`src/rtl/image_patch_normalizer_top_assert.svh`:
```
// Assertion macros shared by the image patch normalizer RTL.
// Depends on the including module having i_clk and i_rst_n in scope.
`ifndef IMAGE_PATCH_NORMALIZER_TOP_ASSERT_SVH
`define IMAGE_PATCH_NORMALIZER_TOP_ASSERT_SVH

// Property that must hold at every clock edge outside reset.
`define IPN_ASSERT_ALWAYS(label, prop, msg) \
    label: assert property (@(posedge i_clk) disable iff (!i_rst_n) (prop)) else $error(msg);

// Condition that, when true, implies the consequent in the next cycle.
`define IPN_ASSERT_NEXT(label, ante, cons, msg) \
    label: assert property (@(posedge i_clk) disable iff (!i_rst_n) (ante) |=> (cons)) \
        else $error(msg);

`endif

```
`src/rtl/ipn_pkg.sv`:
```
// Shared constants and types of the image patch normalizer.
// No dependencies; ipn_locate, ipn_lane and the top module refer to this package by scoped names.
package ipn_pkg;

    localparam int PATCH_DIM  = 16;
    localparam int PS_BITS    = $clog2(PATCH_DIM);

    localparam int X_W     = 12;
    localparam int CNT_W   = 13;
    localparam int PCOL_W  = X_W - PS_BITS;
    localparam int PIDX_W  = 24;
    localparam int POFF_W  = 8;

    localparam int BYTE_W  = 8;
    localparam int COEF_W  = 32;
    localparam int PROD_W  = BYTE_W + 1 + COEF_W;
    localparam int SUM_W   = PROD_W + 1;
    localparam int MAG_W   = SUM_W - 1;
    localparam int POS_W   = $clog2(MAG_W);

    localparam int FRAC_BITS = 24;
    localparam int BF16_BIAS = 127;
    localparam int BF16_W    = 16;
    localparam int MANT_W    = 7;
    localparam int EXP_W     = 8;

    localparam int LANES      = 3;
    localparam int PIPE_DEPTH = 4;

    localparam int CFG_ADDR_W = 3;
    localparam int CFG_DATA_W = 32;

    localparam logic [CNT_W-1:0]  PATCH_CNT_RST = CNT_W'(14);
    localparam logic [COEF_W-1:0] SCALE_RST     = COEF_W'(65793);
    localparam logic [COEF_W-1:0] OFFSET_RST    = '0;

    typedef enum logic [CFG_ADDR_W-1:0] {
        CFG_PATCH_COLUMNS = 3'd0,
        CFG_PATCH_ROWS    = 3'd1,
        CFG_SCALE_RED     = 3'd2,
        CFG_SCALE_GREEN   = 3'd3,
        CFG_SCALE_BLUE    = 3'd4,
        CFG_OFFSET_RED    = 3'd5,
        CFG_OFFSET_GREEN  = 3'd6,
        CFG_OFFSET_BLUE   = 3'd7
    } t_cfg_idx;

    // Pipeline control shared by all lanes and the coordinate path.
    typedef struct packed {
        logic                  en;
        logic [PIPE_DEPTH-1:0] vld;
    } t_pipe_ctl;

endpackage

```
`src/rtl/ipn_locate.sv`:
```
// Patch coordinate path: patch number, offset inside the patch and grid check.
// Depends on ipn_pkg; delayed to match the depth of the ipn_lane pipeline.
module ipn_locate (
    input  logic                            i_clk,
    input  ipn_pkg::t_pipe_ctl              i_ctl,
    input  logic [ipn_pkg::X_W-1:0]         i_pixel_x,
    input  logic [ipn_pkg::X_W-1:0]         i_pixel_y,
    input  logic [ipn_pkg::CNT_W-1:0]       i_patch_columns,
    input  logic [ipn_pkg::CNT_W-1:0]       i_patch_rows,
    output logic [ipn_pkg::PIDX_W-1:0]      o_patch_index,
    output logic [ipn_pkg::POFF_W-1:0]      o_pixel_in_patch,
    output logic                            o_in_patch
);

    localparam int DLY = ipn_pkg::PIPE_DEPTH;

    logic [ipn_pkg::PCOL_W-1:0] w_pcol;
    logic [ipn_pkg::PCOL_W-1:0] w_prow;
    logic                       n_in;
    logic [ipn_pkg::PIDX_W-1:0] n_pidx;
    logic [ipn_pkg::POFF_W-1:0] n_poff;

    logic [ipn_pkg::PIDX_W-1:0] r_pidx [DLY];
    logic [ipn_pkg::POFF_W-1:0] r_poff [DLY];
    logic                       r_in   [DLY];

    assign w_pcol = i_pixel_x[ipn_pkg::X_W-1:ipn_pkg::PS_BITS];
    assign w_prow = i_pixel_y[ipn_pkg::X_W-1:ipn_pkg::PS_BITS];

    always_comb begin
        n_in   = (ipn_pkg::CNT_W'(w_pcol) < i_patch_columns)
              && (ipn_pkg::CNT_W'(w_prow) < i_patch_rows);
        n_pidx = ipn_pkg::PIDX_W'(w_prow) * ipn_pkg::PIDX_W'(i_patch_columns)
               + ipn_pkg::PIDX_W'(w_pcol);
        n_poff = ipn_pkg::POFF_W'({i_pixel_y[ipn_pkg::PS_BITS-1:0],
                                   i_pixel_x[ipn_pkg::PS_BITS-1:0]});
    end

    always_ff @(posedge i_clk) begin
        if (i_ctl.en) begin
            r_pidx[0] <= n_pidx;
            r_poff[0] <= n_poff;
            r_in[0]   <= n_in;
            for (int k = 1; k < DLY; k++) begin
                r_pidx[k] <= r_pidx[k-1];
                r_poff[k] <= r_poff[k-1];
                r_in[k]   <= r_in[k-1];
            end
        end
    end

    assign o_patch_index    = r_pidx[DLY-1];
    assign o_pixel_in_patch = r_poff[DLY-1];
    assign o_in_patch       = r_in[DLY-1];

endmodule

```
`src/rtl/ipn_lane.sv`:
```
// One channel lane: byte * scale + offset in Q24 fixed point, then bfloat16 rounding.
// Depends on ipn_pkg and the assertion macros; four register stages.
`include "image_patch_normalizer_top_assert.svh"

module ipn_lane (
    input  logic                               i_clk,
    input  logic                               i_rst_n,
    input  ipn_pkg::t_pipe_ctl                 i_ctl,
    input  logic [ipn_pkg::BYTE_W-1:0]         i_byte,
    input  logic signed [ipn_pkg::COEF_W-1:0]  i_scale,
    input  logic signed [ipn_pkg::COEF_W-1:0]  i_offset,
    output logic [ipn_pkg::BF16_W-1:0]         o_res
);

    localparam int MAG_W  = ipn_pkg::MAG_W;
    localparam int POS_W  = ipn_pkg::POS_W;
    localparam int MANT_W = ipn_pkg::MANT_W;
    localparam int EXP_W  = ipn_pkg::EXP_W;
    localparam int KEEP_LO = MAG_W - 1 - MANT_W;
    localparam int EXP_ADJ = ipn_pkg::BF16_BIAS - ipn_pkg::FRAC_BITS;

    // Stage 1: exact fixed-point sum.
    logic signed [ipn_pkg::PROD_W-1:0] w_prod;
    logic signed [ipn_pkg::SUM_W-1:0]  n_sum1;
    logic signed [ipn_pkg::SUM_W-1:0]  r_sum1;

    // Stage 2: sign and magnitude.
    logic [MAG_W-1:0] n_mag2;
    logic [MAG_W-1:0] r_mag2;
    logic             r_neg2;
    logic             r_zero2;

    // Stage 3: leading one position.
    logic [POS_W-1:0] n_pos3;
    logic [POS_W-1:0] r_pos3;
    logic [MAG_W-1:0] r_mag3;
    logic             r_neg3;
    logic             r_zero3;

    // Stage 4: normalize and round to nearest even.
    logic [MAG_W-1:0]          w_norm;
    logic [EXP_W-1:0]          w_exp;
    logic                      w_guard;
    logic                      w_sticky;
    logic                      w_round;
    logic [EXP_W+MANT_W-1:0]   w_bits;
    logic [ipn_pkg::BF16_W-1:0] n_res4;
    logic [ipn_pkg::BF16_W-1:0] r_res4;

    assign w_prod = $signed({1'b0, i_byte}) * i_scale;
    assign n_sum1 = ipn_pkg::SUM_W'(w_prod) + ipn_pkg::SUM_W'(i_offset);

    assign n_mag2 = r_sum1[ipn_pkg::SUM_W-1] ? MAG_W'(-r_sum1) : MAG_W'(r_sum1);

    always_comb begin
        n_pos3 = '0;
        for (int i = 0; i < MAG_W; i++) begin
            if (r_mag2[i]) begin
                n_pos3 = POS_W'(i);
            end
        end
    end

    always_comb begin
        w_norm   = r_mag3 << (POS_W'(MAG_W - 1) - r_pos3);
        w_exp    = EXP_W'(r_pos3) + EXP_W'(EXP_ADJ);
        w_guard  = w_norm[KEEP_LO-1];
        w_sticky = |w_norm[KEEP_LO-2:0];
        w_round  = w_guard & (w_sticky | w_norm[KEEP_LO]);
        // A carry out of the mantissa moves into the exponent, as it should.
        w_bits   = {w_exp, w_norm[MAG_W-2:KEEP_LO]} + (EXP_W+MANT_W)'(w_round);
        n_res4   = r_zero3 ? '0 : {r_neg3, w_bits};
    end

    always_ff @(posedge i_clk) begin
        if (i_ctl.en) begin
            r_sum1  <= n_sum1;
            r_mag2  <= n_mag2;
            r_neg2  <= r_sum1[ipn_pkg::SUM_W-1];
            r_zero2 <= (r_sum1 == '0);
            r_pos3  <= n_pos3;
            r_mag3  <= r_mag2;
            r_neg3  <= r_neg2;
            r_zero3 <= r_zero2;
            r_res4  <= n_res4;
        end
    end

    assign o_res = r_res4;

    `IPN_ASSERT_ALWAYS(a_lead_one, !(i_ctl.vld[2] && !r_zero3) || ((r_mag3 >> r_pos3) == MAG_W'(1)), "leading one position is wrong")
    `IPN_ASSERT_ALWAYS(a_no_neg_zero, !(i_ctl.vld[3] && (o_res[ipn_pkg::BF16_W-2:0] == '0)) || !o_res[ipn_pkg::BF16_W-1], "negative zero produced")
    `IPN_ASSERT_ALWAYS(a_exp_range, !(i_ctl.vld[3] && (o_res != '0)) || ((o_res[14:7] >= EXP_W'(EXP_ADJ)) && (o_res[14:7] <= EXP_W'(EXP_ADJ + MAG_W))), "exponent outside the reachable range")

endmodule

```
`src/rtl/image_patch_normalizer_top.sv`:
```
// Image patch normalizer: three channel lanes, the patch coordinate path and the output merge.
// Depends on ipn_pkg, ipn_lane, ipn_locate and the assertion macros.
//
// Accepts one RGB pixel per clock unless a stalled result beat blocks the output, and delivers
// one result beat per pixel, in order, through the four register stages of each channel
// lane (multiply-add, magnitude, leading-one search, normalize and round).
// Three identical lanes work on red, green and blue side by side, and the output stage
// merges their bfloat16 values with the patch number and offset, forcing every field to
// zero for a pixel outside the whole-patch grid. A stall on the output freezes the
// whole pipeline, so i_ready low holds the result beat and stops input acceptance only
// when the last stage is full. Configuration registers are written through a plain
// write port and take effect for pixels accepted afterwards.
`include "image_patch_normalizer_top_assert.svh"

module image_patch_normalizer_top (
    input  logic                               i_clk,
    input  logic                               i_rst_n,
    // configuration
    input  logic                               i_cfg_we,
    input  logic [ipn_pkg::CFG_ADDR_W-1:0]     i_cfg_addr,
    input  logic [ipn_pkg::CFG_DATA_W-1:0]     i_cfg_wdata,
    // pixel input
    input  logic                               i_valid,
    output logic                               o_ready,
    input  logic [ipn_pkg::X_W-1:0]            i_pixel_x,
    input  logic [ipn_pkg::X_W-1:0]            i_pixel_y,
    input  logic [ipn_pkg::BYTE_W-1:0]         i_red,
    input  logic [ipn_pkg::BYTE_W-1:0]         i_green,
    input  logic [ipn_pkg::BYTE_W-1:0]         i_blue,
    // result output
    output logic                               o_valid,
    input  logic                               i_ready,
    output logic [ipn_pkg::PIDX_W-1:0]         o_patch_index,
    output logic [ipn_pkg::POFF_W-1:0]         o_pixel_in_patch,
    output logic [ipn_pkg::BF16_W-1:0]         o_norm_red,
    output logic [ipn_pkg::BF16_W-1:0]         o_norm_green,
    output logic [ipn_pkg::BF16_W-1:0]         o_norm_blue,
    output logic                               o_in_patch
);

    localparam int LANES = ipn_pkg::LANES;
    localparam int DEPTH = ipn_pkg::PIPE_DEPTH;

    logic [ipn_pkg::CNT_W-1:0]        r_patch_columns;
    logic [ipn_pkg::CNT_W-1:0]        r_patch_rows;
    logic signed [ipn_pkg::COEF_W-1:0] r_scale  [LANES];
    logic signed [ipn_pkg::COEF_W-1:0] r_offset [LANES];

    logic [DEPTH-1:0]                 r_vld;
    logic [DEPTH-1:0]                 n_vld;
    logic                             w_en;
    ipn_pkg::t_pipe_ctl               w_ctl;

    logic [ipn_pkg::BYTE_W-1:0]       w_byte [LANES];
    logic [ipn_pkg::BF16_W-1:0]       w_res  [LANES];
    logic [ipn_pkg::PIDX_W-1:0]       w_pidx;
    logic [ipn_pkg::POFF_W-1:0]       w_poff;
    logic                             w_in;

    // Configuration writes.
    always_ff @(posedge i_clk) begin
        if (!i_rst_n) begin
            r_patch_columns <= ipn_pkg::PATCH_CNT_RST;
            r_patch_rows    <= ipn_pkg::PATCH_CNT_RST;
            for (int c = 0; c < LANES; c++) begin
                r_scale[c]  <= ipn_pkg::SCALE_RST;
                r_offset[c] <= ipn_pkg::OFFSET_RST;
            end
        end else if (i_cfg_we) begin
            unique case (ipn_pkg::t_cfg_idx'(i_cfg_addr))
                ipn_pkg::CFG_PATCH_COLUMNS: r_patch_columns <= i_cfg_wdata[ipn_pkg::CNT_W-1:0];
                ipn_pkg::CFG_PATCH_ROWS:    r_patch_rows    <= i_cfg_wdata[ipn_pkg::CNT_W-1:0];
                ipn_pkg::CFG_SCALE_RED:     r_scale[0]      <= i_cfg_wdata;
                ipn_pkg::CFG_SCALE_GREEN:   r_scale[1]      <= i_cfg_wdata;
                ipn_pkg::CFG_SCALE_BLUE:    r_scale[2]      <= i_cfg_wdata;
                ipn_pkg::CFG_OFFSET_RED:    r_offset[0]     <= i_cfg_wdata;
                ipn_pkg::CFG_OFFSET_GREEN:  r_offset[1]     <= i_cfg_wdata;
                ipn_pkg::CFG_OFFSET_BLUE:   r_offset[2]     <= i_cfg_wdata;
                default: begin
                end
            endcase
        end
    end

    // The pipeline advances unless a finished beat waits at the output.
    assign w_en    = !r_vld[DEPTH-1] || i_ready;
    assign o_ready = w_en;
    assign n_vld   = {r_vld[DEPTH-2:0], i_valid};

    always_ff @(posedge i_clk) begin
        if (!i_rst_n) begin
            r_vld <= '0;
        end else if (w_en) begin
            r_vld <= n_vld;
        end
    end

    assign w_ctl.en  = w_en;
    assign w_ctl.vld = r_vld;

    assign w_byte[0] = i_red;
    assign w_byte[1] = i_green;
    assign w_byte[2] = i_blue;

    for (genvar g = 0; g < LANES; g++) begin : g_lane
        ipn_lane u_lane (
            .i_clk    (i_clk),
            .i_rst_n  (i_rst_n),
            .i_ctl    (w_ctl),
            .i_byte   (w_byte[g]),
            .i_scale  (r_scale[g]),
            .i_offset (r_offset[g]),
            .o_res    (w_res[g])
        );
    end

    ipn_locate u_locate (
        .i_clk            (i_clk),
        .i_ctl            (w_ctl),
        .i_pixel_x        (i_pixel_x),
        .i_pixel_y        (i_pixel_y),
        .i_patch_columns  (r_patch_columns),
        .i_patch_rows     (r_patch_rows),
        .o_patch_index    (w_pidx),
        .o_pixel_in_patch (w_poff),
        .o_in_patch       (w_in)
    );

    // Merge: a pixel outside the grid reports zeros in every field.
    assign o_valid          = r_vld[DEPTH-1];
    assign o_in_patch       = w_in;
    assign o_patch_index    = w_in ? w_pidx : '0;
    assign o_pixel_in_patch = w_in ? w_poff : '0;
    assign o_norm_red       = w_in ? w_res[0] : '0;
    assign o_norm_green     = w_in ? w_res[1] : '0;
    assign o_norm_blue      = w_in ? w_res[2] : '0;

    `IPN_ASSERT_NEXT(a_accept_enters, i_valid && o_ready, r_vld[0], "accepted beat did not enter the pipeline")
    `IPN_ASSERT_NEXT(a_stall_holds, o_valid && !i_ready, o_valid && $stable(w_res[0]) && $stable(w_pidx), "stalled result beat changed")
    `IPN_ASSERT_ALWAYS(a_stall_blocks, !(r_vld[DEPTH-1] && !i_ready) || !o_ready, "input accepted while output stage is blocked")

endmodule

```
`config.mk`:
```
export PLATFORM = sky130hd
export DESIGN_NAME = image_patch_normalizer_top
export DESIGN_NICKNAME = d
export VERILOG_FILES = /design/src/rtl/ipn_pkg.sv /design/src/rtl/ipn_locate.sv /design/src/rtl/ipn_lane.sv /design/src/rtl/image_patch_normalizer_top.sv
export VERILOG_INCLUDE_DIRS = /design/src /design/src/rtl
export SDC_FILE = /design/constraint.sdc
export NUM_CORES = 2
export LEC_CHECK = 0
export ABC_AREA = 1
export BUFFER_PORTS_ARGS = -buffer_cell sky130_fd_sc_hd__buf_2
export CORE_MARGIN = 1
export CORE_UTILIZATION = 40
export CTS_CLUSTER_SIZE = 16
export DETAILED_ROUTE_END_ITERATION = 16
export GPL_ROUTABILITY_DRIVEN = 1
export PLACE_DENSITY = 0.64
export SYNTH_ARGS = -nofsm -noshare
export SYNTH_HDL_FRONTEND = slang
export SYNTH_SLANG_ARGS = --single-unit
```
`constraint.sdc`:
```
create_clock -name i_clk -period 18.1 [get_ports i_clk]
set_input_delay 3.62 -clock i_clk [delete_from_list [all_inputs] [get_ports i_clk]]
set_output_delay 3.62 -clock i_clk [all_outputs]
set_load 0.02 [all_outputs]
```
After elaboration in Yosys (flattened, before gate mapping)
Memory sizes are Yosys's and may differ from the RTL's.
Cells that the tools add are included.
{ "totals": {"latchBits": 0, "mem_bits_rw": 324, "n_memories": 5, "wordCells": 255, "reg_bits": 480, "inputBits": 88, "mem_bits_ro": 0} }
{ "op_classes": {"n_lt_le_gt_ge": 2, "bitwise": 12, "mux": 158, "n_shift": 3, "addsub": 16, "n_div": 0, "n_eq_ne": 7, "reduce_logical": 15, "mul": 4} }
{ "memory_table": {"columns": ["memory", "words", "word_bits", "rd", "rd_ports_with_merged_regs", "wr", "line", "rtl"], "rows": [
  ["r_offset", 3, 32, 3, 0, 3, "image_patch_normalizer_top.sv:47", "logic signed [ipn_pkg::COEF_W-1:0] r_offset [LANES];"],
  ["r_scale", 3, 32, 3, 0, 3, "image_patch_normalizer_top.sv:46", "logic signed [ipn_pkg::COEF_W-1:0] r_scale [LANES];"],
  ["u_locate.r_pidx", 4, 24, 4, 0, 4, "ipn_locate.sv:23", "logic [ipn_pkg::PIDX_W-1:0] r_pidx [DLY];"],
  ["u_locate.r_poff", 4, 8, 4, 0, 4, "ipn_locate.sv:24", "logic [ipn_pkg::POFF_W-1:0] r_poff [DLY];"],
  ["u_locate.r_in", 4, 1, 4, 0, 4, "ipn_locate.sv:25", "logic r_in [DLY];"]
]} }
{ "ops": {"columns": ["op", "count"], "rows": [
  ["$mux 5", 48],
  ["$mux 32", 6],
  ["$mux 4", 48],
  ["$add 41x32->42", 3],
  ["$logic_not 42->1", 3],
  ["$mul 9x32->41", 3],
  ["$mux 41", 3],
  ["$neg 41->41", 3],
  ["$shl 41x6->40", 3],
  ["$reduce_or 32->1", 3],
  ["$mux 16", 3],
  ["$add 15x1->15", 3],
  ["$mux 3", 12],
  ["$mux 1", 30],
  ["$reduce_or 9->1", 3],
  ["$lt 8x13->1", 2],
  ["$add 6x7->8 const B", 3],
  ["$mux 24", 1],
  ["$add 21x8->22", 1],
  ["$mul 8x13->21", 1],
  ["$sub 6x6->6 const A", 3],
  ["$eq 3x3->1 const B", 4],
  ["$mux 2", 6],
  ["$or 1x1->1", 9],
  ["9 further kinds", 13]
]} }

Depth between registers and ports, before layout
{ "depth": {"ltp_word": 39, "ltp_mapped": 39, "depth_no_buf": 39} }

Modules after synthesis
A second synthesis with hierarchy kept.
{ "unflattened": {"cells_unflattened": 8027, "hier_area_um2": 70697.8} }
{ "by_module_without_submodules": {"columns": ["module", "area_per_inst_um2", "seq_area_each_um2", "instances", "cells_per_inst"], "rows": [
  ["ipn_lane (g_lane[2].u_lane)", 18226.2, 4474.3, 1, 2203],
  ["ipn_lane (g_lane[1].u_lane)", 18198.7, 4474.3, 1, 2185],
  ["ipn_lane (g_lane[0].u_lane)", 18007.3, 4474.3, 1, 2186],
  ["ipn_locate", 8210.4, 3723.6, 1, 805],
  ["image_patch_normalizer_top", 8055.2, 6366.1, 1, 648]
]} }

Least setup slack after synthesis
Ideal clock, no wire load.
{ "synth_timing": {"path_kind": "input to output", "from": "in i_ready", "to": "out o_ready", "path_slack_ns": -0.387, "arrival_time_ns": 14.867, "stages": 2, "n_path_buf": 0, "path_cell_list": "nor2_1 > inv_1"} }
{ "synth_via": {"elab_chain_len": 1} }
{ "synth_lines": {"columns": ["item", "line", "rtl"], "rows": [
  ["start, declared", "image_patch_normalizer_top.sv:32", "input logic i_ready,"],
  ["$logic_or 1x1->1", "image_patch_normalizer_top.sv:86", "assign w_en = !r_vld[DEPTH-1] || i_ready;"],
  ["end, declared", "image_patch_normalizer_top.sv:24", "output logic o_ready,"]
]} }
No other way between the ends.

Final worst setup path
{ "layout_timing": {"from": "in i_blue[0] in the netlist's numbering", "to": "reg g_lane[2].u_lane.r_sum1[41] in the netlist's numbering (data pin)"} }
{ "layout_via": {"elab_chain_len": 2} }
{ "layout_lines": {"columns": ["item", "line", "rtl"], "rows": [
  ["start, declared", "image_patch_normalizer_top.sv:29", "input logic [ipn_pkg::BYTE_W-1:0] i_blue,"],
  ["$mul 9x32->41", "ipn_lane.sv:50", "assign w_prod = $signed({1'b0, i_byte}) * i_scale;"],
  ["$add 41x32->42", "ipn_lane.sv:51", "assign n_sum1 = ipn_pkg::SUM_W'(w_prod) + ipn_pkg::SUM_W'(i_offset);"],
  ["named net g_lane[2].u_lane.n_sum1, one bit", "ipn_lane.sv:24", "logic signed [ipn_pkg::SUM_W-1:0] n_sum1;"],
  ["end signal, assigned", "ipn_lane.sv:77", "r_sum1 <= n_sum1;"],
  ["end, declared", "ipn_lane.sv:25", "logic signed [ipn_pkg::SUM_W-1:0] r_sum1;"]
]} }
The timed path passes the listed nets, and every way through them passes these cells.
A chain may end at the register's enable or synchronous reset.

==> impl_metrics.env <==
export IMPL_h_tree_depth=3
export IMPL_r2r_cells=33
export IMPL_netlist_area_um2=70200
export IMPL_final_antenna_net_count=0
export IMPL_relSlewSlack_pct=18.3
export IMPL_endpoint_kind="flip-flop"
export IMPL_ys_warn_count=0
export IMPL_ys_seq_area_share_pct=33.5
export IMPL_ys_types=89
export IMPL_final_common_cell="inv_1"
export IMPL_layout_common_cells="1888 x inv_1, 1880 x nand2_1, 785 x fa_1, 763 x edfxtp_1, 394 x nor2_1"
export IMPL_crit_required_ns=18.56
export IMPL_overflow=0
export IMPL_start_util_pct=40.3
export IMPL_port_buffers=168
export IMPL_hp_start="u_locate.r_pidx[2][16]"
export IMPL_regToRegEndpoint="g_lane[1].u_lane.r_sum1[40]"
export IMPL_drt_pass1_iter_count=6
export IMPL_status="completed"
export IMPL_syn_area_per_cell_um2=8.98
export IMPL_nets=9020
export IMPL_worstHoldPathType="flip-flop to flip-flop"
export IMPL_grt_pass1_vias=50433
export IMPL_antenna_found_initial=15
export IMPL_cp_max_fo=32
export IMPL_cp_slowest_stage_delay_ns=0.58
export IMPL_synth_cells=7824
export IMPL_die_w_um=421
export IMPL_criticalPathCategory="input pin to flip-flop"
export IMPL_clkSlewWorstSetupHoldPaths_ns=0.06
export IMPL_dp_hpwl_um=130000
export IMPL_drv_slew=0
export IMPL_drive_gt1_share_pct=6.54
export IMPL_cts_root_buf="clkbuf_16"
export IMPL_fin_tns_setup_ns=0
export IMPL_hold_viol=0
export IMPL_seqCellArea_um2=23500
export IMPL_cp_start_kind="input pin"
export IMPL_dieArea_um2=177000
export IMPL_clock_latency_ns=0.73
export IMPL_cts_resized=0
export IMPL_via_count=49208
export IMPL_fin_worst_skew_ns=0.0355
export IMPL_wl_per_cell_um=16.2
export IMPL_ys_async_sr_fraction_pct=0
export IMPL_multiInputGateArea_um2=38000
export IMPL_place_congestion=0.942
export IMPL_worstPathArrival_ns=9.60
export IMPL_r2r_start="r_scale[0][41]"
export IMPL_ys_flop_type="edfxtp_1"
export IMPL_cts_tree="done"
export IMPL_cts_sinks=793
export IMPL_die_height_um=421
export IMPL_cts_setup_buffers=0
export IMPL_rows=153
export IMPL_via_per_inst=4.82
export IMPL_cts_max_path_buffers=3
export IMPL_drc=0
export IMPL_cts_buffers=90
export IMPL_cp_slowest_cell="buf_2"
export IMPL_hold_depth=0
export IMPL_ctsHoldBuffers=0
export IMPL_grt_max_degree=180
export IMPL_synth_seq_cells=793
export IMPL_min_period_ns=9.14
export IMPL_max_freq_mhz=109
export IMPL_setup_viol=0
export IMPL_area_delta_synth_final_pct=7.93
export IMPL_r2r_setup_slack_ns=11.94
export IMPL_rsz0062_at_grt="no"
export IMPL_drt_iter0_drc=3229
export IMPL_grt_pass1_wl_um=269000
export IMPL_core_area_um2=174000
export IMPL_synth_edf_count=763
export IMPL_cp_common_cell="nand2_1"
export IMPL_fin_crit_sh_pct=50.5
export IMPL_wirelength_um=166000
export IMPL_fill_cells=16805
export IMPL_io_pins=171
export IMPL_maxCapViolCount=0
export IMPL_gr_usage_all_layers_pct=19.0
export IMPL_tightest_slew_ns=1.22
export IMPL_holdPathEnd="u_locate.r_pidx[3][16]"
-- final cells by class --
class	count	area share, %
clock inverters	54	0.964
multi-input cells	4802	50.1
flip-flops and latches	793	31.0
clock buffers	110	3.10
diodes	13	0.0429
inverters	1917	9.51
well taps	2325	3.84
repair buffers	197	1.43
-- worst max-delay path: cells and delay by family --
| family | cells | cell delay (ns) |
|---|---|---|
| xor+xnor | 1 | 0.14 |
| fa+ha+maj | 6 | 2.85 |
| simple gates | 16 | 1.37 |
| compound gates | 5 | 0.79 |
| buf+inv | 4 | 0.78 |
-- sequential cells by signal, indices dropped and copies added (netlist names) --
signal / count
g_lane.u_lane.r_sum1: 126
g_lane.u_lane.r_mag2: 123
g_lane.u_lane.r_mag3: 120
r_offset: 96
r_scale: 96
u_locate.r_pidx: 88
g_lane.u_lane.o_res: 48
u_locate.r_poff: 32
g_lane.u_lane.r_pos3: 18
r_patch_columns: 13
r_patch_rows: 13
r_vld: 4
u_locate.r_in: 4
g_lane.u_lane.r_neg2: 3
g_lane.u_lane.r_neg3: 3
g_lane.u_lane.r_zero2: 3
g_lane.u_lane.r_zero3: 3
-- logic make-up (layout without fill, tap and decap cells) --
logic type | after synthesis | count (layout) | share of synthesized area (%)
AOI/OAI and AO/OA | 753 | 753 | 6.43
xor gates and xnor gates | 275 | 275 | 3.55
adders and majority gates | 1131 | 1131 | 28.5
buffers and inverters | 2230 | 2278 | 12.5
DFF | 793 | 793 | 33.5
muxes | 27 | 27 | 0.385
other | 1 | 15 | 0.00534
and+or+nand+nor | 2614 | 2614 | 15.1
-- Yosys cell counts, types with 7 or more instances --
cell type	n	area (um^2)
nor4_1	18	113
nand2_1	1880	7060
buf_2	37	185
nand2_2	22	138
ha_1	346	4330
o21a_1	15	113
xnor2_1	92	806
buf_4	25	188
dfxtp_1	30	601
o21bai_1	9	67.6
edfxtp_1	763	22900
nor2_2	12	75.1
mux2i_1	27	270
nand4_1	23	144
fa_1	785	15700
o211ai_1	33	248
o21ai_2	20	175
clkbuf_2	78	390
a21oi_1	243	1220
inv_2	22	82.6
nor2_1	394	1480
a31oi_1	41	257
o21ai_1	67	335
xor2_1	176	1540
a32oi_1	7	61.3
a21oi_2	19	166
clkbuf_1	152	571
nor3_1	35	175
inv_1	1889	7090
o21ai_0	235	1180
nand3_1	174	871
buf_6	14	158
nor3_2	19	190
-- metal layers --
layer  vias up  global-route usage (%)  wire [um]  share of wire (%)
met4         4                    7.80       6820                4.1
met1     23954                    24.7      71800                 43
li1      23772                       -          -                  -
met2      1224                    31.6      78000                 47
met5         -                       0         16             0.0096
met3       254                    2.84       9280                5.6
-- worst max path at each step --
stage	end	slack (ns)	start	cells past startpoint
after floorplan	o_ready	4.23	i_ready	2
after global placement	g_lane[2].u_lane.r_sum1[41]	8.32	i_blue[0]	34
after detailed placement	g_lane[2].u_lane.r_sum1[41]	8.27	i_blue[0]	34
after CTS	g_lane[1].u_lane.r_sum1[39]	9.05	i_green[0]	30
after global routing	g_lane[2].u_lane.r_sum1[41]	8.65	i_blue[0]	34
final	g_lane[2].u_lane.r_sum1[41]	8.96	i_blue[0]	32
-- stage by stage --
stage | utilization, % | hold slack (ns) | setup slack [ns] | std cells | cell area [um^2]
2_1_floorplan | - | 0.400 | 4.23 | 7825 | 70200
3_3_place_gp | 41.7 | 0.401 | 8.32 | 10034 | 72700
3_5_place_dp | 41.7 | 0.405 | 8.27 | 10034 | 72700
4_1_cts | 43.5 | 0.410 | 9.05 | 10198 | 75800
5_1_grt | 43.5 | 0.417 | 8.65 | 10204 | 75800
6_report | 43.5 | 0.405 | 8.96 | 10211 | 75800
Power is left out: the tool's default activity adds up to more than one toggle a clock period on the data nets, which glitch-free logic cannot reach.
